$ cat src/rtl/assert_macros.svh
// Assertion helpers for the grid spreader. Each one expects clk and arst_n in scope.
`ifndef ASSERT_MACROS_SVH
`define ASSERT_MACROS_SVH

// Same-cycle implication, checked outside reset.
`define SKGS_ASSERT_IMPL(label, pre, post, msg) \
	label: assert property (@(posedge clk) disable iff (!arst_n) (pre) |-> (post)) \
		else $error(msg);

// Next-cycle implication, checked outside reset.
`define SKGS_ASSERT_NEXT(label, pre, post, msg) \
	label: assert property (@(posedge clk) disable iff (!arst_n) (pre) |=> (post)) \
		else $error(msg);

`endif

$ cat src/rtl/skgs_pkg.sv
package skgs_pkg;

	localparam int CFG_INDEX_W = 1;
	localparam int CFG_DATA_W  = 8;
	localparam int QUEUE_DEPTH = 2;

	localparam logic [CFG_INDEX_W-1:0] REG_ROW_LENGTH = 1'd0;
	localparam logic [CFG_INDEX_W-1:0] REG_ROW_COUNT  = 1'd1;

	localparam logic [1:0] OP_LOAD   = 2'd0;
	localparam logic [1:0] OP_SPREAD = 2'd1;
	localparam logic [1:0] OP_READ   = 2'd2;
	localparam logic [1:0] OP_CLEAR  = 2'd3;

	localparam logic [7:0] ROW_RESET = 8'd128;

	typedef struct packed {
		logic [1:0]         opcode;
		logic [2:0]         tap_index;
		logic signed [15:0] x_weight;
		logic signed [15:0] y_weight;
		logic [6:0]         start_x;
		logic [6:0]         start_y;
	} in_item_t;

	typedef struct packed {
		logic signed [31:0] cell_value;
		logic               saturated;
	} out_item_t;

	typedef enum logic [1:0] {
		JOB_LOAD,
		JOB_SPREAD,
		JOB_READ,
		JOB_CLEAR
	} job_kind_t;

	typedef struct packed {
		job_kind_t          kind;
		logic [2:0]         tap;
		logic signed [15:0] xw;
		logic signed [15:0] yw;
		logic [6:0]         sx;
		logic [6:0]         sy;
	} job_t;

	// Effective grid size, already limited to the grid side.
	typedef struct packed {
		logic [7:0] len;
		logic [7:0] cnt;
	} limits_t;

	typedef enum logic [2:0] {
		BK_INIT,
		BK_IDLE,
		BK_SPREAD,
		BK_DRAIN,
		BK_READ,
		BK_READ_WAIT,
		BK_CLEAR
	} back_state_t;

endpackage

$ cat src/rtl/skgs_front.sv
module skgs_front #(
	parameter int TAPS      = 8,
	parameter int GRID_SIDE = 128
) (
	input  logic                                  clk,
	input  logic                                  arst_n,
	input  logic                                  start,
	input  skgs_pkg::in_item_t                    cmd,
	input  logic                                  cfg_we,
	input  logic [skgs_pkg::CFG_INDEX_W-1:0]      cfg_index,
	input  logic [skgs_pkg::CFG_DATA_W-1:0]       cfg_wdata,
	input  logic                                  q_full,
	input  logic                                  booting,
	output logic                                  busy,
	output logic                                  q_push,
	output skgs_pkg::job_t                        q_job,
	output skgs_pkg::limits_t                     lim
);

	import skgs_pkg::*;

	localparam int         LIM_MAX = (GRID_SIDE > 255) ? 255 : GRID_SIDE;
	localparam logic [7:0] LIM8    = 8'(LIM_MAX);

	logic [7:0] row_length_q;
	logic [7:0] row_count_q;
	logic       accept;
	logic       keep;

	always_ff @(posedge clk or negedge arst_n) begin
		if (!arst_n) begin
			row_length_q <= ROW_RESET;
			row_count_q  <= ROW_RESET;
		end else if (cfg_we) begin
			case (cfg_index)
				REG_ROW_LENGTH: row_length_q <= cfg_wdata;
				REG_ROW_COUNT:  row_count_q  <= cfg_wdata;
				default: ;
			endcase
		end
	end

	assign lim.len = (row_length_q > LIM8) ? LIM8 : row_length_q;
	assign lim.cnt = (row_count_q > LIM8) ? LIM8 : row_count_q;

	assign busy   = q_full || booting;
	assign accept = start && !busy;

	// Items with no effect (a load past the last tap, a point whose footprint
	// starts off the grid) are dropped here and never reach the back end.
	always_comb begin
		q_job.tap = cmd.tap_index;
		q_job.xw  = cmd.x_weight;
		q_job.yw  = cmd.y_weight;
		q_job.sx  = cmd.start_x;
		q_job.sy  = cmd.start_y;
		case (cmd.opcode)
			OP_LOAD: begin
				q_job.kind = JOB_LOAD;
				keep       = int'(cmd.tap_index) < TAPS;
			end
			OP_SPREAD: begin
				q_job.kind = JOB_SPREAD;
				keep       = ({1'b0, cmd.start_x} < lim.len) && ({1'b0, cmd.start_y} < lim.cnt);
			end
			OP_READ: begin
				q_job.kind = JOB_READ;
				keep       = 1'b1;
			end
			OP_CLEAR: begin
				q_job.kind = JOB_CLEAR;
				keep       = 1'b1;
			end
			default: begin
				q_job.kind = JOB_READ;
				keep       = 1'b0;
			end
		endcase
	end

	assign q_push = accept && keep;

endmodule

$ cat config.mk
export PLATFORM = sky130hd
export DESIGN_NAME = skgs_front
export DESIGN_NICKNAME = d
export VERILOG_FILES = /design/src/rtl/assert_macros.svh /design/src/rtl/skgs_pkg.sv /design/src/rtl/skgs_front.sv
export SDC_FILE = /design/constraint.sdc
export NUM_CORES = 1
export LEC_CHECK = 0
export ABC_AREA = 0
export BUFFER_PORTS_ARGS = -buffer_cell sky130_fd_sc_hd__buf_2
export CAP_MARGIN = 20
export CELL_PAD_IN_SITES_DETAIL_PLACEMENT = 1
export CELL_PAD_IN_SITES_GLOBAL_PLACEMENT = 1
export CORE_MARGIN = 4
export CORE_UTILIZATION = 27
export CTS_BUF_LIST = sky130_fd_sc_hd__clkbuf_8 sky130_fd_sc_hd__clkbuf_16
export CTS_CLUSTER_DIAMETER = 100
export DETAILED_ROUTE_END_ITERATION = 16
export MAX_ROUTING_LAYER = met4
export PLACE_DENSITY_LB_ADDON = 0.1
export RECOVER_POWER = 100
export SLEW_MARGIN = 20
export SYNTH_ARGS = -nofsm -noshare
export SYNTH_HDL_FRONTEND = slang
export SYNTH_SLANG_ARGS = --single-unit
$ cat constraint.sdc
create_clock -name clk -period 3.95 [get_ports clk]
set_clock_uncertainty 0.15 [all_clocks]
set_input_delay 0.395 -clock clk [delete_from_list [all_inputs] [get_ports clk]]
set_output_delay 0.395 -clock clk [all_outputs]
set_load 0.03 [all_outputs]
# --- Yosys cells after proc, flatten, opt, wreduce, memory -nomap -nowiden ---
# Index checks and enable logic that the tools add are counted.
# W data, S select, Z words.
word_totals:
  register_bits: 16
  in_bits: 66
classes:
  order_cmp: 4
  eq_ne: 3
  n_mux: 4
  bitwise: 1
  reduce_logical: 9
ops:
  columns: ["op", "count"]
  rows:
  - ["$gt A8 B8 Y1 const B", 2]
  - ["$lt A7 B8 Y1", 2]
  - ["$mux W8", 2]
  - ["$pmux W2 S4", 1]
  - ["$eq A2 B2 Y1 const B", 2]
  - ["$reduce_and A2 Y1", 2]
  - ["$logic_and A1 B1 Y1", 3]
  - ["$reduce_or A3 Y1", 1]
  - ["$eq A2 B1 Y1 const B", 1]
  - ["$logic_not A2 Y1", 1]
  - ["$pmux W1 S2", 1]
  - ["$logic_not A1 Y1", 1]
  - ["$logic_or A1 B1 Y1", 1]
  - ["$not A1 Y1", 1]

# --- Longest topological paths before layout ---
# Gate-level depths: netlist of the first run.
logic_depth:
  depth_word: 6
  ltp_mapped: 7

# --- Worst setup path before layout of the first run ---
# Ideal clock, no wire load.
synth_timing:
  kind: "reg2out"
  from: "reg row_length_q[7]"
  to: "out q_push"
  arrival_time_ns: 2.166
  slack_ns: 1.239
  path_stages_with_launch: 8
  path_buffers: 1
  path_cell_list: "dfstp_2 > buf_6 > nand2b_1 > ha_1 > o21ai_0 > a21oi_1 > o31a_1 > o41ai_2"
synth_between:
  elab_chain_cells: 6
synth_lines:
  columns: ["element", "line_no", "rtl"]
  rows:
  - ["from (decl)", "skgs_front.sv:25", "logic [7:0] row_length_q;"]
  - ["from (signal assigned)", "skgs_front.sv:36", "REG_ROW_LENGTH: row_length_q <= cfg_wdata;"]
  - ["$gt A8 B8 Y1", "skgs_front.sv:43", "assign lim.len = (row_length_q > LIM8) ? LIM8 : row_length_q;"]
  - ["$mux W8 (*)", "skgs_front.sv:43", null]
  - ["$lt A7 B8 Y1 (*)", "skgs_front.sv:64", "keep = ({1'b0, cmd.start_x} < lim.len) && ({1'b0, cmd.start_y} < lim.cnt);"]
  - ["$logic_and A1 B1 Y1 (*)", "skgs_front.sv:64", null]
  - ["$pmux W1 S2 (*)", "skgs_front.sv:57", "case (cmd.opcode)"]
  - ["$logic_and A1 B1 Y1 (*)", "skgs_front.sv:81", "assign q_push = accept && keep;"]
  - ["to (decl)", "skgs_front.sv:15", "output logic q_push,"]
# Mark *: on every way between the ends. The rest lies on a longest branch, timed or not.

# --- Worst setup path after layout of the first run ---
# Same ends and word-level chain as after synthesis.

==> out/metrics.cfg, run 1 <==
[detailed_routing]
ant_nets=0
drt_iter0_markers=6
firstDrtPassIters=4
drc=0
wire_per_inst_um=14.1
vias=995
viasPerCell=4.22
routed_wirelength_mm=3.33

[layout]
design_area_um2=1470
nNetsFinal=245
diodes=0
syn_to_final_growth_pct=1.91
drive_gt1_share_pct=22.3
fillers=645
seqCellArea_um2=403
multi_input_area_um2=589

[critical_path]
timing.rr.end=row_count_q[7]
slowest_delay_ns=0.70
arrival_ns=2.48
crit_required_ns=3.40
slowest_stage=dfstp_1
path_max_fanout=11
path_cells=nand2b_1 > ha_1 > o21ai_0 > a21oi_1 > o31a_1 > o41ai_2 > clkbuf_1
r2r_slack_ns=2.81
rr_startpoint=row_count_q[7]
path_class=reg2out
crit_path_end_kind=output pin
start_kind=register
r2r_cells=1
crit_family=compound AO/OA/AOI/OAI gates
cp_num_buf_inv=1

[synthesis]
ys_seq_area_share_pct=27.9
synth_commonest_cells=49 x buf_4, 16 x mux2_1, 14 x dfrtp_1
synth_cell_type_count=25
async_flop_share_pct=100
synth-main-ff-cell=dfrtp_1
synth_top_area_share_pct=25.5
synth_nets=231
syn_area_um2=1440
post-synth-top-count-cell=buf_4
synth_area_leaders=buf_4 25%, dfrtp_1 24%, mux2_1 12%, ha_1 10%, nand2b_1 5.6%
ys_ff_latch=16
synth_edf_count=0
synthCells=153
ys.warnings.count=0
yosysTopAreaCell=buf_4
syn_avg_cell_area_um2=9.44

[timing]
timing.final.crit_share_pct=76.6
maxSlewViolCount=0
min_period_ns=3.03
hold_viol=0
fmax_ghz=0.330
relSlewSlack_pct=42.1
worst_pin_slew_ns=0.869
setup_viol=0
rsz0062_at_grt=false
fin_tns_setup_ns=0

[clock_tree]
cts_buffers=3
clock_latency_ns=0.24
clock_sinks=16
root_buffer=clkbuf_8
path_clk_slew_ns=0.06
cts_resized=0
cts_buffer_depth=2
cts_tree=built
cts_max_level=1

[job]
drv_cap=0

[grt]
grt_busiest_layer=met2
track_usage_pct=10.5
antenna_found_initial=0
use_met2_pct=16.7
grt_pass1_vias=1057
gr-usage-met3_pct=2.22
grt_start_max_net_pins=17
grt_pass1_wl_mm=5.18
grt_overflow_total=0
grtUsageMet1_pct=12.6

[power]
p_per_area_nw_per_um2=392
p_leak_nw=0.717
max-vdd-ir-drop_mv=0.134
fin_total_pwr_uw=577

[floorplanning]
ioPinCount=135
die_y_um=81.1
chipWidth_um=81.1
core_area_um2=5140
initial_core_util_pct=28.1
rows=26
dieArea_um2=6580

[place]
dpl_cell_area_um2=1450
place_congestion=0.761
numPortBuffers=64
hpwl_mm=2.90

[status]
outcome=finished, final reports clean

[min_path]
worstHoldEndpoint=row_count_q[2]
hp-start=cfg_wdata[2]
worst_hold_path.num_cells=2
min_path_type=in2reg

-- worst max-delay path by stage --
stage	slack [ns]	end	cells after the start	startpoint
floorplan	1.24	q_push	7	row_length_q[7]
global placement	1.38	q_push	7	row_length_q[7]
detailed placement	1.36	q_push	7	row_length_q[7]
CTS	1.09	q_push	7	row_length_q[7]
global route	0.69	q_push	7	row_length_q[7]
finish	0.92	q_push	7	row_length_q[7]
-- kinds of logic after synthesis --
logic type | Yosys count | share of synthesized area [%]
buf+inv | 69 | 31.3
simple gates | 29 | 12.6
mux | 16 | 12.5
flops | 16 | 27.9
fa+ha+maj | 12 | 10.4
compound gates | 11 | 5.37
-- per-stage QoR --
step | hold slack [ns] | setup slack (ns) | util, % | instances
6_report | 0.237 | 0.923 | 28.6 | 236
3_5_place_dp | 0.190 | 1.36 | 28.2 | 231
4_1_cts | 0.235 | 1.09 | 29.5 | 236
3_3_place_gp | 0.189 | 1.38 | 28.2 | 231
2_1_floorplan | -0.0506 | 1.24 | - | 153
5_1_grt | 0.237 | 0.686 | 28.6 | 236
-- power by group --
| group | internal (mW) | total [mW] | switching [mW] | leakage (nW) |
|---|---|---|---|---|
| Clock | 0.0882 | 0.141 | 0.0532 | 0.0288 |
| Combinational | 0.0786 | 0.225 | 0.146 | 0.504 |
| Sequential | 0.190 | 0.211 | 0.0208 | 0.184 |
-- layout by cell type, fill, tap and decap left out, types with 4 or more instances in the layout --
cell type  count
nand2b_1      13
a21oi_1        4
ha_1          12
clkbuf_1      34
dfrtp_1       14
nor2_1         6
inv_1         13
mux2_1        16
buf_2         30
clkbuf_8       4
-- layer usage --
metal	share of wire, %	vias to the layer above
met1	42	449
met4	2.9	0
li1	-	471
met5	0	-
met2	46	55
met3	9.2	20
-- layout make-up --
class	count	share of cell area, %
clock buffer	4	3.74
inverter	13	3.32
multi-input combinational	68	40.1
sequential	16	27.4
tap	70	5.95
timing repair buffer	65	19.6
-- timing repair --
| item | 4_1_cts | 5_1_grt |
|---|---|---|
| setup buffers | 0 | 0 |
| hold buffers | 1 | 0 |
| hold endpoints to repair | 14 | 0 |
-- sequential cells by signal, indices dropped and copies added (netlist names) --
signal / count
row_count_q: 8
row_length_q: 8
Power figures use the tool's default switching activity.
==> run 2: changes to the inputs <==
CORE_UTILIZATION = 22   (was 27)
clock period = 2.6 ns   (was 3.95 ns; I/O delays follow)
==> run 2 against run 1 <==
Die area is 20% higher. Global-route usage is 1.6 points lower. Largest cell class unchanged. Critical path type unchanged. Combinational power is 80% higher. Power is 62% higher.
==> out/metrics.cfg, run 2 (synthesized netlist as in run 1, its figures left out) <==
[power]
max-vdd-ir-drop_mv=0.246
switching_share_pct=36.7
power_frac_clock_pct=22.9
pwr-share-seq_pct=33.7
power.internal_uw=593
p_per_area_nw_per_um2=577
p_leak_nw=0.829
fin_total_pwr_uw=937
switchingPower_uw=344
combPwrFrac_pct=43.4

[clock_tree]
cts_tree=built
cts_buffer_depth=2
root_buffer=clkbuf_8
clock_latency_ns=0.24
cts_buffers=3
cts_max_level=1
path_clk_slew_ns=0.06
clock_sinks=16

[layout]
layout_commonest_cell=buf_2
nNetsFinal=255
reg_top3=row_count_q x8, row_length_q x8
syn_to_final_growth_pct=12.4
final_cell_mix=43 x buf_2, 20 x clkbuf_1, 16 x mux2_1
design_area_um2=1620
fillers=760
final_cells=253
diodes=0
drive_gt1_share_pct=38.6
fin_util_pct=25.6

[floorplanning]
ioPinCount=135
core_area_um2=6350
initial_core_util_pct=22.7
dieArea_um2=7920
die_y_um=89.0
rows=29
chipWidth_um=89.0

[critical_path]
path_class=reg2out
start_kind=register
crit_path_end_kind=output pin
path_max_fanout=6
crit_required_ns=2.19
arrival_ns=2.15
r2r_slack_ns=1.62

[timing]
worst_pin_slew_ns=0.829
fmax_ghz=0.391
min_period_ns=2.56
hold_viol=0
setup_ws_ns=0.0415
timing.final.crit_share_pct=98.4
setup_viol=0
fin_tns_setup_ns=0
fin_hold_ws_ns=0.101
maxSlewViolCount=0
rsz0062_at_grt=true
relSlewSlack_pct=44.7

[grt]
grt_pass1_vias=1203
grt_overflow_total=0
antenna_found_initial=0
grt_start_max_net_pins=17
track_usage_pct=8.90
grt_pass1_wl_mm=5.36

[detailed_routing]
drc=0
routed_wirelength_mm=3.42
firstDrtPassIters=3
drt_iter0_markers=7
viasPerCell=4.12
vias=1042
wire_per_inst_um=13.5
ant_nets=0

[place]
place_congestion=0.684
hpwl_mm=3.04
numPortBuffers=64
pre_cts_slack_ns=0.191
dpl_cell_area_um2=1470
placed_cells=240

[min_path]
min_path_type=in2reg

[status]
outcome=finished, final reports clean

[job]
drv_cap=0

run 2: changes by cell type in the layout (fill, tap and decap cells not counted), sizes merged:
| cell | before | now |
|---|---|---|
| clkbuf | 38 | 24 |
| buf | 30 | 54 |
run 2: power groups by stage:
stage / Sequential, mW / Clock, mW / Combinational [mW]
2_1_floorplan: 0.309 / 0 / 0.375
5_1_grt: 0.321 / 0.241 / 0.455
6_report: 0.316 / 0.215 / 0.406
3_5_place_dp: 0.318 / 0 / 0.373
3_3_place_gp: 0.317 / 0 / 0.370
4_1_cts: 0.317 / 0.226 / 0.420
run 2: final cells by class:
class                           count  area (um2)  share of cell area, %
Timing Repair Buffer               75         387                   23.8
Inverter                           13        48.8                   3.01
Sequential cell                    16         403                   24.8
Clock buffer                        4        55.1                   3.39
Multi-Input combinational cell     68         633                   39.0
Tap cell                           77        96.3                   5.94
run 2: final timing paths:
| kind | start | end | cells after the start |
|---|---|---|---|
| setup reg to reg | row_count_q[5] | row_count_q[5] | 1 |
| min in group asynchronous | arst_n | row_length_q[2] | 2 |
| max in group asynchronous | arst_n | row_length_q[6] | 2 |
| hold / removal | cfg_wdata[5] | row_length_q[5] | 2 |
| setup / recovery | row_count_q[7] | q_push | 7 |
| hold reg to reg | row_length_q[4] | row_length_q[4] | 1 |
run 2: critical path: stages, from the launching register on:
cell and delay (ns):
dfstp_2 0.59, nand2b_4 0.16, ha_4 0.20, a21o_1 0.16
a21oi_2 0.12, o211ai_1 0.10, o41ai_2 0.36, buf_4 0.21
run 2: timing repair:
action / CTS / global route
hold buffers: 1 / 0
setup endpoints to repair: 1 / 1
hold endpoints to repair: 14 / 0
pin swaps: 4 / 1
buffers inserted: 8 / 0
resized for setup: 7 / 1
gates cloned: 0 / 0
run 2: layer usage:
metal / part of all wire (%) / track usage, %
met1: 37 / 9.74
met2: 52 / 15.7
met3: 10 / 2.95
met4: 0.85 / 2.03
met5: 0 / -
