--- config.mk ---
export PLATFORM = sky130hd
export DESIGN_NAME = skgs_queue
export DESIGN_NICKNAME = d
export VERILOG_FILES = /design/src/rtl/assert_macros.svh /design/src/rtl/skgs_pkg.sv /design/src/rtl/skgs_queue.sv
export SDC_FILE = /design/constraint.sdc
export NUM_CORES = 1
export LEC_CHECK = 0
export ABC_AREA = 0
export BUFFER_PORTS_ARGS = -buffer_cell sky130_fd_sc_hd__buf_2
export CAP_MARGIN = 20
export CORE_MARGIN = 2
export CORE_UTILIZATION = 40
export DETAILED_ROUTE_END_ITERATION = 16
export PLACE_DENSITY = 0.72
export RECOVER_POWER = 100
export SETUP_SLACK_MARGIN = 0.05
export SLEW_MARGIN = 20
export SYNTH_ARGS = -nofsm -noshare
export SYNTH_HDL_FRONTEND = slang
export SYNTH_SLANG_ARGS = --single-unit
--- constraint.sdc ---
create_clock -name clk -period 3.99 [get_ports clk]
set_clock_uncertainty 0.2 [all_clocks]
set_input_delay 0.399 -clock clk [delete_from_list [all_inputs] [get_ports clk]]
set_output_delay 0.399 -clock clk [all_outputs]
set_load 0.05 [all_outputs]
--- src/rtl/assert_macros.svh ---
// Assertion helpers for the grid spreader. Each one expects clk and arst_n in scope.
`ifndef ASSERT_MACROS_SVH
`define ASSERT_MACROS_SVH

// Same-cycle implication, checked outside reset.
`define SKGS_ASSERT_IMPL(label, pre, post, msg) \
	label: assert property (@(posedge clk) disable iff (!arst_n) (pre) |-> (post)) \
		else $error(msg);

// Next-cycle implication, checked outside reset.
`define SKGS_ASSERT_NEXT(label, pre, post, msg) \
	label: assert property (@(posedge clk) disable iff (!arst_n) (pre) |=> (post)) \
		else $error(msg);

`endif

--- src/rtl/skgs_pkg.sv ---
package skgs_pkg;

	localparam int CFG_INDEX_W = 1;
	localparam int CFG_DATA_W  = 8;
	localparam int QUEUE_DEPTH = 2;

	localparam logic [CFG_INDEX_W-1:0] REG_ROW_LENGTH = 1'd0;
	localparam logic [CFG_INDEX_W-1:0] REG_ROW_COUNT  = 1'd1;

	localparam logic [1:0] OP_LOAD   = 2'd0;
	localparam logic [1:0] OP_SPREAD = 2'd1;
	localparam logic [1:0] OP_READ   = 2'd2;
	localparam logic [1:0] OP_CLEAR  = 2'd3;

	localparam logic [7:0] ROW_RESET = 8'd128;

	typedef struct packed {
		logic [1:0]         opcode;
		logic [2:0]         tap_index;
		logic signed [15:0] x_weight;
		logic signed [15:0] y_weight;
		logic [6:0]         start_x;
		logic [6:0]         start_y;
	} in_item_t;

	typedef struct packed {
		logic signed [31:0] cell_value;
		logic               saturated;
	} out_item_t;

	typedef enum logic [1:0] {
		JOB_LOAD,
		JOB_SPREAD,
		JOB_READ,
		JOB_CLEAR
	} job_kind_t;

	typedef struct packed {
		job_kind_t          kind;
		logic [2:0]         tap;
		logic signed [15:0] xw;
		logic signed [15:0] yw;
		logic [6:0]         sx;
		logic [6:0]         sy;
	} job_t;

	// Effective grid size, already limited to the grid side.
	typedef struct packed {
		logic [7:0] len;
		logic [7:0] cnt;
	} limits_t;

	typedef enum logic [2:0] {
		BK_INIT,
		BK_IDLE,
		BK_SPREAD,
		BK_DRAIN,
		BK_READ,
		BK_READ_WAIT,
		BK_CLEAR
	} back_state_t;

endpackage

--- src/rtl/skgs_queue.sv ---
module skgs_queue (
	input  logic            clk,
	input  logic            arst_n,
	input  logic            push,
	input  skgs_pkg::job_t  push_job,
	input  logic            pop,
	output skgs_pkg::job_t  head,
	output logic            full,
	output logic            empty
);

	import skgs_pkg::*;

	localparam int PW = (QUEUE_DEPTH > 1) ? $clog2(QUEUE_DEPTH) : 1;
	localparam int NW = $clog2(QUEUE_DEPTH + 1);

	job_t            entry_q [QUEUE_DEPTH];
	logic [PW-1:0]   wr_ptr_q;
	logic [PW-1:0]   rd_ptr_q;
	logic [NW-1:0]   count_q;

	assign full  = (count_q == NW'(QUEUE_DEPTH));
	assign empty = (count_q == '0);
	assign head  = entry_q[rd_ptr_q];

	always_ff @(posedge clk or negedge arst_n) begin
		if (!arst_n) begin
			wr_ptr_q <= '0;
			rd_ptr_q <= '0;
			count_q  <= '0;
		end else begin
			if (push) begin
				wr_ptr_q <= (wr_ptr_q == PW'(QUEUE_DEPTH - 1)) ? '0 : wr_ptr_q + 1'b1;
			end
			if (pop) begin
				rd_ptr_q <= (rd_ptr_q == PW'(QUEUE_DEPTH - 1)) ? '0 : rd_ptr_q + 1'b1;
			end
			if (push && !pop) begin
				count_q <= count_q + 1'b1;
			end else if (pop && !push) begin
				count_q <= count_q - 1'b1;
			end
		end
	end

	always_ff @(posedge clk) begin
		if (push) begin
			entry_q[wr_ptr_q] <= push_job;
		end
	end

endmodule

**Word-level counts from Yosys, hierarchy flattened**

Memories as Yosys holds them, arrays and structs flattened.
Cells that the tools add are included.

- Eq/ne operators: 1
- Divide/modulo/power cells: 0
- Multiplexer cells: 6
- Reduce and logical (&&, ||, !) cells: 6
- $lt $le $gt $ge: 0
- Shift-type cells: 0
- Multiply operators: 0
- Bitwise operators: 0
- Add/subtract/negate cells: 4

Operator list:

| kind | count |
|---|---|
| 1-bit two-way mux | 4 |
| 2-bit two-way mux | 2 |
| 1-bit adder, second input constant | 2 |
| 2-bit by 1-bit adder with 2-bit output, second input constant | 1 |
| 2-bit equality test, second input constant | 1 |
| 1-bit logical AND | 2 |
| 1-bit zero test | 2 |
| 2-bit zero test | 1 |
| 2-bit nonzero test | 1 |
| 2-bit by 1-bit subtractor with 2-bit output, second input constant | 1 |

- Bits in latches: 0
- Word-level logic and storage cells: 21
- Bits in writable memories: 102
- Memories kept: 1
- Memory bits (read-only): 0
- Register bits: 4

Memory list:

| memory | words | width | read ports | clocked after Yosys merged registers in | write ports | RTL line | text |
|---|---|---|---|---|---|---|---|
| entry_q | 2 | 51 | 1 | 0 | 1 | skgs_queue.sv:17 | `job_t entry_q [QUEUE_DEPTH];` |

**Longest topological paths before layout**

Gate-level depths: netlist of the first run.

- Depth after elaboration: 4
- Mapped depth: 5
- Depth with buffers taken out: 5

**Worst setup path before layout of the first run**

No wires, ideal clock.

- Kind: flip-flop to flip-flop
- Start: register wr_ptr_q
- End: memory entry_q[0][0] (netlist bit), enable pin
- Path slack: 0.648 ns
- Library setup time: 0.466 ns
- Stages on the path, launching flop included: 2
- Clock period less this slack: 3.342 ns
- Data required time: 3.324 ns
- Arrival: 2.676 ns
- Cells stage by stage: dfrtp_1 nor2b_1

RTL lines:

| element | RTL line | text |
|---|---|---|
| start: declaration | skgs_queue.sv:18 | `logic [PW-1:0] wr_ptr_q;` |
| start signal: assignment | skgs_queue.sv:33 | `wr_ptr_q <= (wr_ptr_q == PW'(QUEUE_DEPTH - 1)) ? '0 : wr_ptr_q + 1'b1;` |
| end: declaration | skgs_queue.sv:17 |  |

No word-level cell before the write port.

**Final worst setup path of the first run**

- Start: register wr_ptr_q
- End: memory entry_q[1][41] (netlist bit), enable pin

No word-level cell before the write port.

==> impl_results.html, run 1 <==
<table>
<tr><th>Metric</th><th>Value</th></tr>
<tr><th colspan="2">Status</th></tr>
<tr><td>Result of the run</td><td>complete, but fails checks</td></tr>
<tr><td>Failing checks</td><td>capacitance limit, slew limit</td></tr>
<tr><th colspan="2">Die</th></tr>
<tr><td>Starting utilization of the core area</td><td>40.6%</td></tr>
<tr><td>Number of placement rows</td><td>37</td></tr>
<tr><td>Die Y</td><td>roughly 110 um</td></tr>
<tr><td>Die area</td><td>between 10000 and 15000 um^2</td></tr>
<tr><td>Die Span X</td><td>around 110 um</td></tr>
<tr><td>Core Area</td><td>about 10000 um^2</td></tr>
<tr><td># IOs</td><td>between 100 and 150</td></tr>
<tr><th colspan="2">Synth</th></tr>
<tr><td>Post-synth top area cell</td><td>edfxtp_1</td></tr>
<tr><td>Share of the synthesized area in the top cell type</td><td>about 74%</td></tr>
<tr><td>Total nets after synthesis</td><td>around 230</td></tr>
<tr><td>Flop and latch count out of synthesis</td><td>between 100 and 150</td></tr>
<tr><td>Synth area leaders</td><td>edfxtp_1, mux2_4, buf_12</td></tr>
<tr><td>Part of the Yosys area used for sequential elements</td><td>around three quarters</td></tr>
<tr><td>Syn. warnings</td><td>0</td></tr>
<tr><td>Summed instance area of the synthesized netlist</td><td>slightly above 4000 um^2</td></tr>
<tr><td>Average footprint of a synthesized cell</td><td>approximately 24 um^2</td></tr>
<tr><td>Count of distinct cell types in the synthesized netlist</td><td>13</td></tr>
<tr><td>Syn Inst Count</td><td>about 180</td></tr>
<tr><th colspan="2">Clocking</th></tr>
<tr><td>Number of clock sinks seen by CTS</td><td>between 100 and 150</td></tr>
<tr><td>Clock-pin slew on the worst setup and hold paths</td><td>around 0.09 ns</td></tr>
<tr><td>Clock H-tree levels</td><td>3</td></tr>
<tr><td>Clock insertion delay at the later pin of the skew report</td><td>around 0.35 ns</td></tr>
<tr><td>Hold Buf Count CTS</td><td>1</td></tr>
<tr><td>Post-CTS Setup Repair Bufs</td><td>0</td></tr>
<tr><td>Max Buffers Root-to-Sink</td><td>2</td></tr>
<tr><td>TritonCTS clock tree</td><td>done</td></tr>
<tr><td>Inserted Clock Buffers</td><td>9</td></tr>
<tr><td>Post-CTS resize count</td><td>0</td></tr>
<tr><td>Buffer cell driving the clock tree root</td><td>clkbuf_8</td></tr>
<tr><th colspan="2">Drt</th></tr>
<tr><td>Final wirelength</td><td>roughly 6.5 mm</td></tr>
<tr><td>Remaining number of nets flagged by the antenna check after routing</td><td>0</td></tr>
<tr><td>Final routed DRC violation total</td><td>0</td></tr>
<tr><td>Pre-Repair DR Iteration Count</td><td>4</td></tr>
<tr><td>Routed length per instance</td><td>around 15 um</td></tr>
<tr><td>First DRT Iteration DRCs</td><td>75</td></tr>
<tr><td>Via density per instance</td><td>4.46</td></tr>
<tr><td>Via count</td><td>1928</td></tr>
<tr><th colspan="2">Worst setup path</th></tr>
<tr><td>Worst EP required</td><td>~3.8 ns</td></tr>
<tr><td>Critical path class</td><td>reg -&gt; reg</td></tr>
<tr><td>Worst reg2reg path depth</td><td>2</td></tr>
<tr><td>Sort of element at the end of the critical path</td><td>flop</td></tr>
<tr><td>Critical-path cell list</td><td>and2_0 -&gt; clkbuf_2</td></tr>
<tr><td>Arrival time at the worst endpoint</td><td>between 2 and 3 ns</td></tr>
<tr><td>Element type at the critical path start</td><td>flop</td></tr>
<tr><td>Largest stage delay on the critical path</td><td>between 1 and 1.5 ns</td></tr>
<tr><td>Maximum fanout along the worst path</td><td>28</td></tr>
<tr><td>Worst-path cell with the longest stage delay</td><td>and2_0</td></tr>
<tr><td>Reg-to-Reg End</td><td>entry_q[1][41]</td></tr>
<tr><td>Internal reg-to-reg setup slack</td><td>approximately 0.97 ns</td></tr>
<tr><td>CP Capture Point</td><td>entry_q[1][41]</td></tr>
<tr><td>Crit path from</td><td>wr_ptr_q</td></tr>
<tr><td>Launching point of the worst reg2reg path</td><td>wr_ptr_q</td></tr>
<tr><th colspan="2">Global route</th></tr>
<tr><td>GRT Residual Overflow</td><td>0</td></tr>
<tr><td>Met3 usage in global routing</td><td>about 4.9%</td></tr>
<tr><td>Vias in the first global route</td><td>2028</td></tr>
<tr><td>Global-route wire length before repair</td><td>9.92 mm</td></tr>
<tr><td>Gr usage total</td><td>around an eighth</td></tr>
<tr><td>Initial antenna violation count</td><td>1</td></tr>
<tr><td>Most crowded layer after global routing</td><td>met2</td></tr>
<tr><td>Grt met1 use</td><td>~14%</td></tr>
<tr><td>Maximum number of pins on one net before global-route repair</td><td>53</td></tr>
<tr><td>Met2 demand-to-capacity share in global routing</td><td>between 10% and 20%</td></tr>
<tr><th colspan="2">Cells and area</th></tr>
<tr><td>Core Util, Final</td><td>a little under half</td></tr>
<tr><td>Number of inserted diodes</td><td>0</td></tr>
<tr><td>Most frequent standard cell in the layout excluding fill and tap cells</td><td>edfxtp_1</td></tr>
<tr><td>Fraction of final layout cells with drive strength greater than 1</td><td>roughly a third</td></tr>
<tr><td>Final Non-Filler Cells</td><td>432</td></tr>
<tr><td>Area growth from synthesis to layout</td><td>16.9%</td></tr>
<tr><td>Fin nets</td><td>347</td></tr>
<tr><td>Most used cells in the layout excluding fill and tap cells</td><td>edfxtp_1, clkbuf_1, mux2_4</td></tr>
<tr><td>Fill cell count</td><td>about 910</td></tr>
<tr><th colspan="2">Worst hold path</th></tr>
<tr><td>Hold path start</td><td>push_job[8]</td></tr>
<tr><td>Cell depth of the worst min-delay path</td><td>1</td></tr>
<tr><td>Min-Delay Path Class</td><td>in -&gt; reg</td></tr>
<tr><th colspan="2">Placed design</th></tr>
<tr><td>Number of port buffers</td><td>about 110</td></tr>
<tr><td>Total placed cells including tap cells</td><td>414</td></tr>
<tr><td>Gpl congestion</td><td>just under 0.7</td></tr>
<tr><th colspan="2">STA</th></tr>
<tr><td>Post-route fraction of the period consumed by the critical path</td><td>75.8%</td></tr>
<tr><td>Period minus WS final</td><td>3.02 ns</td></tr>
<tr><td>Least-Margin Pin Slew</td><td>between 1.5 and 2 ns</td></tr>
<tr><td>Final setup vio count</td><td>0</td></tr>
<tr><td>Sum of negative setup slack</td><td>0 ns</td></tr>
<tr><td>Upper clock frequency limit</td><td>331 MHz</td></tr>
<tr><td>Worst Hold Margin</td><td>roughly 0.031 ns</td></tr>
<tr><td>Final max-slew violation count</td><td>55</td></tr>
<tr><td>Worst relative slew slack</td><td>-15.6%</td></tr>
<tr><td>Number of endpoints with negative hold slack in the final report</td><td>0</td></tr>
<tr><td>Unrepaired setup endpoints after global routing</td><td>no</td></tr>
<tr><th colspan="2">Pwr</th></tr>
<tr><td>Power density over the cells</td><td>approximately 800 nW/um^2</td></tr>
<tr><td>Cell leakage power</td><td>1.76 nW</td></tr>
<tr><td>Worst IR Drop VDD</td><td>0.514 mV</td></tr>
<tr><th colspan="2">Job</th></tr>
<tr><td>Number of maximum-capacitance constraint violations</td><td>2</td></tr>
</table>
[layout make-up]
class	count	area, um^2	share of cell area [%]
clock buffer	15	156	3.25
multi-input combinational	62	848	17.6
sequential	106	3170	65.8
inverter	1	3.75	0.0779
timing repair buffer	111	467	9.69
clock inverter	1	3.75	0.0779
tap	136	170	3.53
[metrics by stage]
| step | area (um^2) | total power, W | worst slack (ns) |
|---|---|---|---|
| final | 4820 | 0.00385 | 0.966 |
| after global routing | 4820 | 0.00402 | 0.678 |
| after CTS | 4910 | 0.00396 | 1.26 |
| after detailed placement | 4740 | 0.00340 | 1.68 |
| after global placement | 4740 | 0.00338 | 1.67 |
| after floorplan | 4120 | 0.00317 | 0.648 |
[how the worst min path moves through the flow]
stage	endpoint
after floorplan	count_q[0]
after global placement	count_q[1]
after detailed placement	count_q[1]
after CTS	entry_q[0][9]
after global routing	entry_q[1][4]
final	entry_q[0][8]
[cells in the mapped netlist]
cell,instances
edfxtp_1,102
mux2_4,49
buf_12,5
dfrtp_1,4
xor2_1,4
mux2_2,2
nor2_1,2
nor2b_1,2
and2_1,1
buf_6,1
ha_1,1
inv_1,1
xnor2_1,1
[cells by family after synthesis]
logic type | share of synthesized area (%)
xor+xnor | 1.06
fa+ha+maj | 0.304
mux | 18.4
buf+inv | 2.79
flops | 76.8
simple gates | 0.638
[state kept, by name, indices dropped and copies added (netlist names)]
signal / cells
wr_ptr_q: 1
rd_ptr_q: 1
entry_q: 102
count_q: 2
[per-layer routing]
layer / vias up / wire, um / share of wire [%]
li1: 910 / - / -
met1: 942 / 2730 / 42
met2: 64 / 3240 / 50
met3: 10 / 453 / 6.9
met4: 2 / 85 / 1.3
met5: - / 10 / 0.15
[critical path, delay by kind of cell, from the launching register on]
family,cells,cell delay [ns]
flops,1,0.42
simple gates,1,1.25
buf+inv,1,0.78
[report_power, final]
part           internal [W]  leakage, nW  switching (W)
Combinational      0.000503        0.679        0.00110
Clock              0.000244       0.0794       0.000315
Sequential          0.00149         1.00       0.000205
Total               0.00223         1.76        0.00162
Power figures use the tool's default switching activity.
==> run 2, diff against run 1 <==
Settings changed: PLACE_DENSITY 0.72 to 0.75.
Clock period 3.99 ns to 2.5 ns, I/O delays scaled along.
==> impl_results.html, run 2 (same netlist as run 1, synthesis figures left out) <==
<table>
<tr><th>Metric</th><th>Value</th></tr>
<tr><th colspan="2">Cells and area</th></tr>
<tr><td>Most frequent standard cell in the layout excluding fill and tap cells</td><td>edfxtp_1</td></tr>
<tr><td>Area growth from synthesis to layout</td><td>32.0%</td></tr>
<tr><td>Number of inserted diodes</td><td>0 (unchanged)</td></tr>
<tr><td>Most used cells in the layout excluding fill and tap cells</td><td>edfxtp_1, clkbuf_1, dlygate4sd3_1</td></tr>
<tr><td>Fill cell count</td><td>845 (-6.9%)</td></tr>
<tr><td>Sequential cell area</td><td>3170 um^2 (unchanged)</td></tr>
<tr><td>Largest register by flop count</td><td>entry_q</td></tr>
<tr><td>Multi-input combinational cell area</td><td>842 um^2 (-0.74%)</td></tr>
<tr><td>Biggest registers after layout</td><td>entry_q x102, count_q x2</td></tr>
<tr><td>Max FFs per register</td><td>102 (unchanged)</td></tr>
<tr><td>Core Util, Final</td><td>53.6% (+6.1 points)</td></tr>
<tr><td>Fin nets</td><td>403 (+16%)</td></tr>
<tr><td>Fraction of final layout cells with drive strength greater than 1</td><td>32.1% (+0.68 points)</td></tr>
<tr><th colspan="2">STA</th></tr>
<tr><td>Period minus WS final</td><td>2.23 ns</td></tr>
<tr><td>Worst relative slew slack</td><td>53.0% (+69 points)</td></tr>
<tr><td>Final setup vio count</td><td>0 (unchanged)</td></tr>
<tr><td>Sum of negative setup slack</td><td>0 ns (unchanged)</td></tr>
<tr><td>Final max-slew violation count</td><td>0 (-100%)</td></tr>
<tr><td>Least-Margin Pin Slew</td><td>0.706 ns (-1.03 ns)</td></tr>
<tr><td>Unrepaired setup endpoints after global routing</td><td>no</td></tr>
<tr><td>Number of endpoints with negative hold slack in the final report</td><td>0 (unchanged)</td></tr>
<tr><td>Post-route fraction of the period consumed by the critical path</td><td>89.2%</td></tr>
<tr><td>Upper clock frequency limit</td><td>around 450 MHz</td></tr>
<tr><td>Worst Hold Margin</td><td>0.0578 ns (+0.0265 ns)</td></tr>
<tr><th colspan="2">Drt</th></tr>
<tr><td>First DRT Iteration DRCs</td><td>55 (-27%)</td></tr>
<tr><td>Final wirelength</td><td>7.09 mm (+8.7%)</td></tr>
<tr><td>Final routed DRC violation total</td><td>0 (unchanged)</td></tr>
<tr><td>Pre-Repair DR Iteration Count</td><td>4 (unchanged)</td></tr>
<tr><td>Via count</td><td>2144 (+11%)</td></tr>
<tr><td>Remaining number of nets flagged by the antenna check after routing</td><td>0 (unchanged)</td></tr>
<tr><td>Routed length per instance</td><td>14.5 um (-3.8%)</td></tr>
<tr><td>Via density per instance</td><td>4.39 (-1.6%)</td></tr>
<tr><th colspan="2">Clocking</th></tr>
<tr><td>Max Buffers Root-to-Sink</td><td>2 (unchanged)</td></tr>
<tr><td>TritonCTS clock tree</td><td>done</td></tr>
<tr><td>Clock H-tree levels</td><td>3 (unchanged)</td></tr>
<tr><td>Number of clock sinks seen by CTS</td><td>106 (unchanged)</td></tr>
<tr><td>Clock insertion delay at the later pin of the skew report</td><td>0.34 ns (about the same)</td></tr>
<tr><td>Post-CTS Setup Repair Bufs</td><td>0 (unchanged)</td></tr>
<tr><td>Clock-pin slew on the worst setup and hold paths</td><td>0.09 ns (about the same)</td></tr>
<tr><td>Inserted Clock Buffers</td><td>9 (unchanged)</td></tr>
<tr><td>Buffer cell driving the clock tree root</td><td>clkbuf_8</td></tr>
<tr><th colspan="2">Die</th></tr>
<tr><td>Die Y</td><td>105 um (unchanged)</td></tr>
<tr><td>Number of placement rows</td><td>37 (unchanged)</td></tr>
<tr><td>Die area</td><td>11100 um^2 (unchanged)</td></tr>
<tr><td>Core Area</td><td>10100 um^2 (unchanged)</td></tr>
<tr><td>Starting utilization of the core area</td><td>40.6% (unchanged)</td></tr>
<tr><td>Die Span X</td><td>105 um (unchanged)</td></tr>
<tr><td># IOs</td><td>108 (unchanged)</td></tr>
<tr><th colspan="2">Pwr</th></tr>
<tr><td>Power density over the cells</td><td>1190 nW/um^2 (+49%)</td></tr>
<tr><td>Worst IR Drop VDD</td><td>0.586 mV (+14%)</td></tr>
<tr><td>Cell leakage power</td><td>2.07 nW (+17%)</td></tr>
<tr><th colspan="2">Worst setup path</th></tr>
<tr><td>Arrival time at the worst endpoint</td><td>1.78 ns (-1.03 ns)</td></tr>
<tr><td>Internal reg-to-reg setup slack</td><td>0.78 ns (-0.19 ns)</td></tr>
<tr><td>Sort of element at the end of the critical path</td><td>primary output</td></tr>
<tr><td>Element type at the critical path start</td><td>flop</td></tr>
<tr><td>Critical path class</td><td>reg -&gt; out</td></tr>
<tr><td>Maximum fanout along the worst path</td><td>25 (-11%)</td></tr>
<tr><td>Worst EP required</td><td>2.05 ns (-1.72 ns)</td></tr>
<tr><th colspan="2">Status</th></tr>
<tr><td>Result of the run</td><td>completed</td></tr>
<tr><th colspan="2">Placed design</th></tr>
<tr><td>Detailed-placement wirelength estimate</td><td>about 4.4 mm</td></tr>
<tr><td>Number of port buffers</td><td>107 (unchanged)</td></tr>
<tr><td>Gpl congestion</td><td>0.643 (-6.5%)</td></tr>
<tr><th colspan="2">Global route</th></tr>
<tr><td>Gr usage total</td><td>13.3% (+1.4 points)</td></tr>
<tr><td>GRT Residual Overflow</td><td>0 (unchanged)</td></tr>
<tr><td>Initial antenna violation count</td><td>0 (-1)</td></tr>
<tr><td>Global-route wire length before repair</td><td>11.2 mm (+13%)</td></tr>
<tr><td>Maximum number of pins on one net before global-route repair</td><td>28 (-47%)</td></tr>
<tr><td>Vias in the first global route</td><td>2355 (+16%)</td></tr>
<tr><th colspan="2">Worst hold path</th></tr>
<tr><td>Min-Delay Path Class</td><td>in -&gt; async</td></tr>
<tr><th colspan="2">Job</th></tr>
<tr><td>Number of maximum-capacitance constraint violations</td><td>0 (-2)</td></tr>
</table>
## run 2: cell types whose count changed in the layout (fill, tap and decap cells not counted), moves of 2 or more
cell	delta
buf_2	-12
bufinv_16	+2
clkbuf_1	-15
clkbuf_2	+27
dlygate4sd3_1	+52
## run 2: per-layer routing
metal | global-route usage, % | vias to the layer above | part of all wire [%]
met4 | 5.71 | 0 | 1.6
met5 | 0 | - | 0
met3 | 3.22 | 10 | 4.8
li1 | - | 1022 | -
met1 | 14.2 | 1043 | 39
met2 | 24.7 | 69 | 54
## run 2: cell type report
type,count,area share (%)
flip-flops and latches,106,58.3
repair buffers,167,19.1
multi-input cells,62,15.5
well taps,136,3.13
clock buffers,12,2.49
clock inverters,4,1.43
inverters,1,0.0690
## run 2: where the power goes
group	switching, W	internal (W)
combinational	0.00199	0.000918
sequential	0.000104	0.00237
clock	0.000535	0.000572
total	0.00263	0.00386
## run 2: path summary, 6_finish.rpt
path | from | end | depth (start not counted)
min in group clk | wr_ptr_q | wr_ptr_q | 1
worst min register to register | wr_ptr_q | wr_ptr_q | 1
worst max-delay path | rd_ptr_q | head[13] | 3
max in group asynchronous | arst_n | rd_ptr_q | 2
worst min-delay path | arst_n | count_q[1] | 2
worst max register to register | wr_ptr_q | entry_q[0][4] | 2
## run 2: what timing repair did
action | 4_1_cts | 5_1_grt
hold buffers | 54 | 0
resized for setup | 0 | 0
endpoints found under the hold margin | 108 | 0
## run 2: worst max-delay path, stage by stage, from the launching register on
cell and delay [ns]:
dfrtp_4 0.43, buf_4 0.40, mux2_4 0.35, clkbuf_2 0.24
## run 2: through the flow
step / instances / cell area (um^2) / total power, W / setup slack [ns]
2_1_floorplan: 175 / 4120 / 0.00506 / 0.139
3_3_place_gp: 418 / 4780 / 0.00543 / 0.667
3_5_place_dp: 418 / 4780 / 0.00546 / 0.658
4_1_cts: 488 / 5540 / 0.00665 / 0.265
5_1_grt: 488 / 5440 / 0.00677 / 0.192
6_report: 488 / 5440 / 0.00649 / 0.270
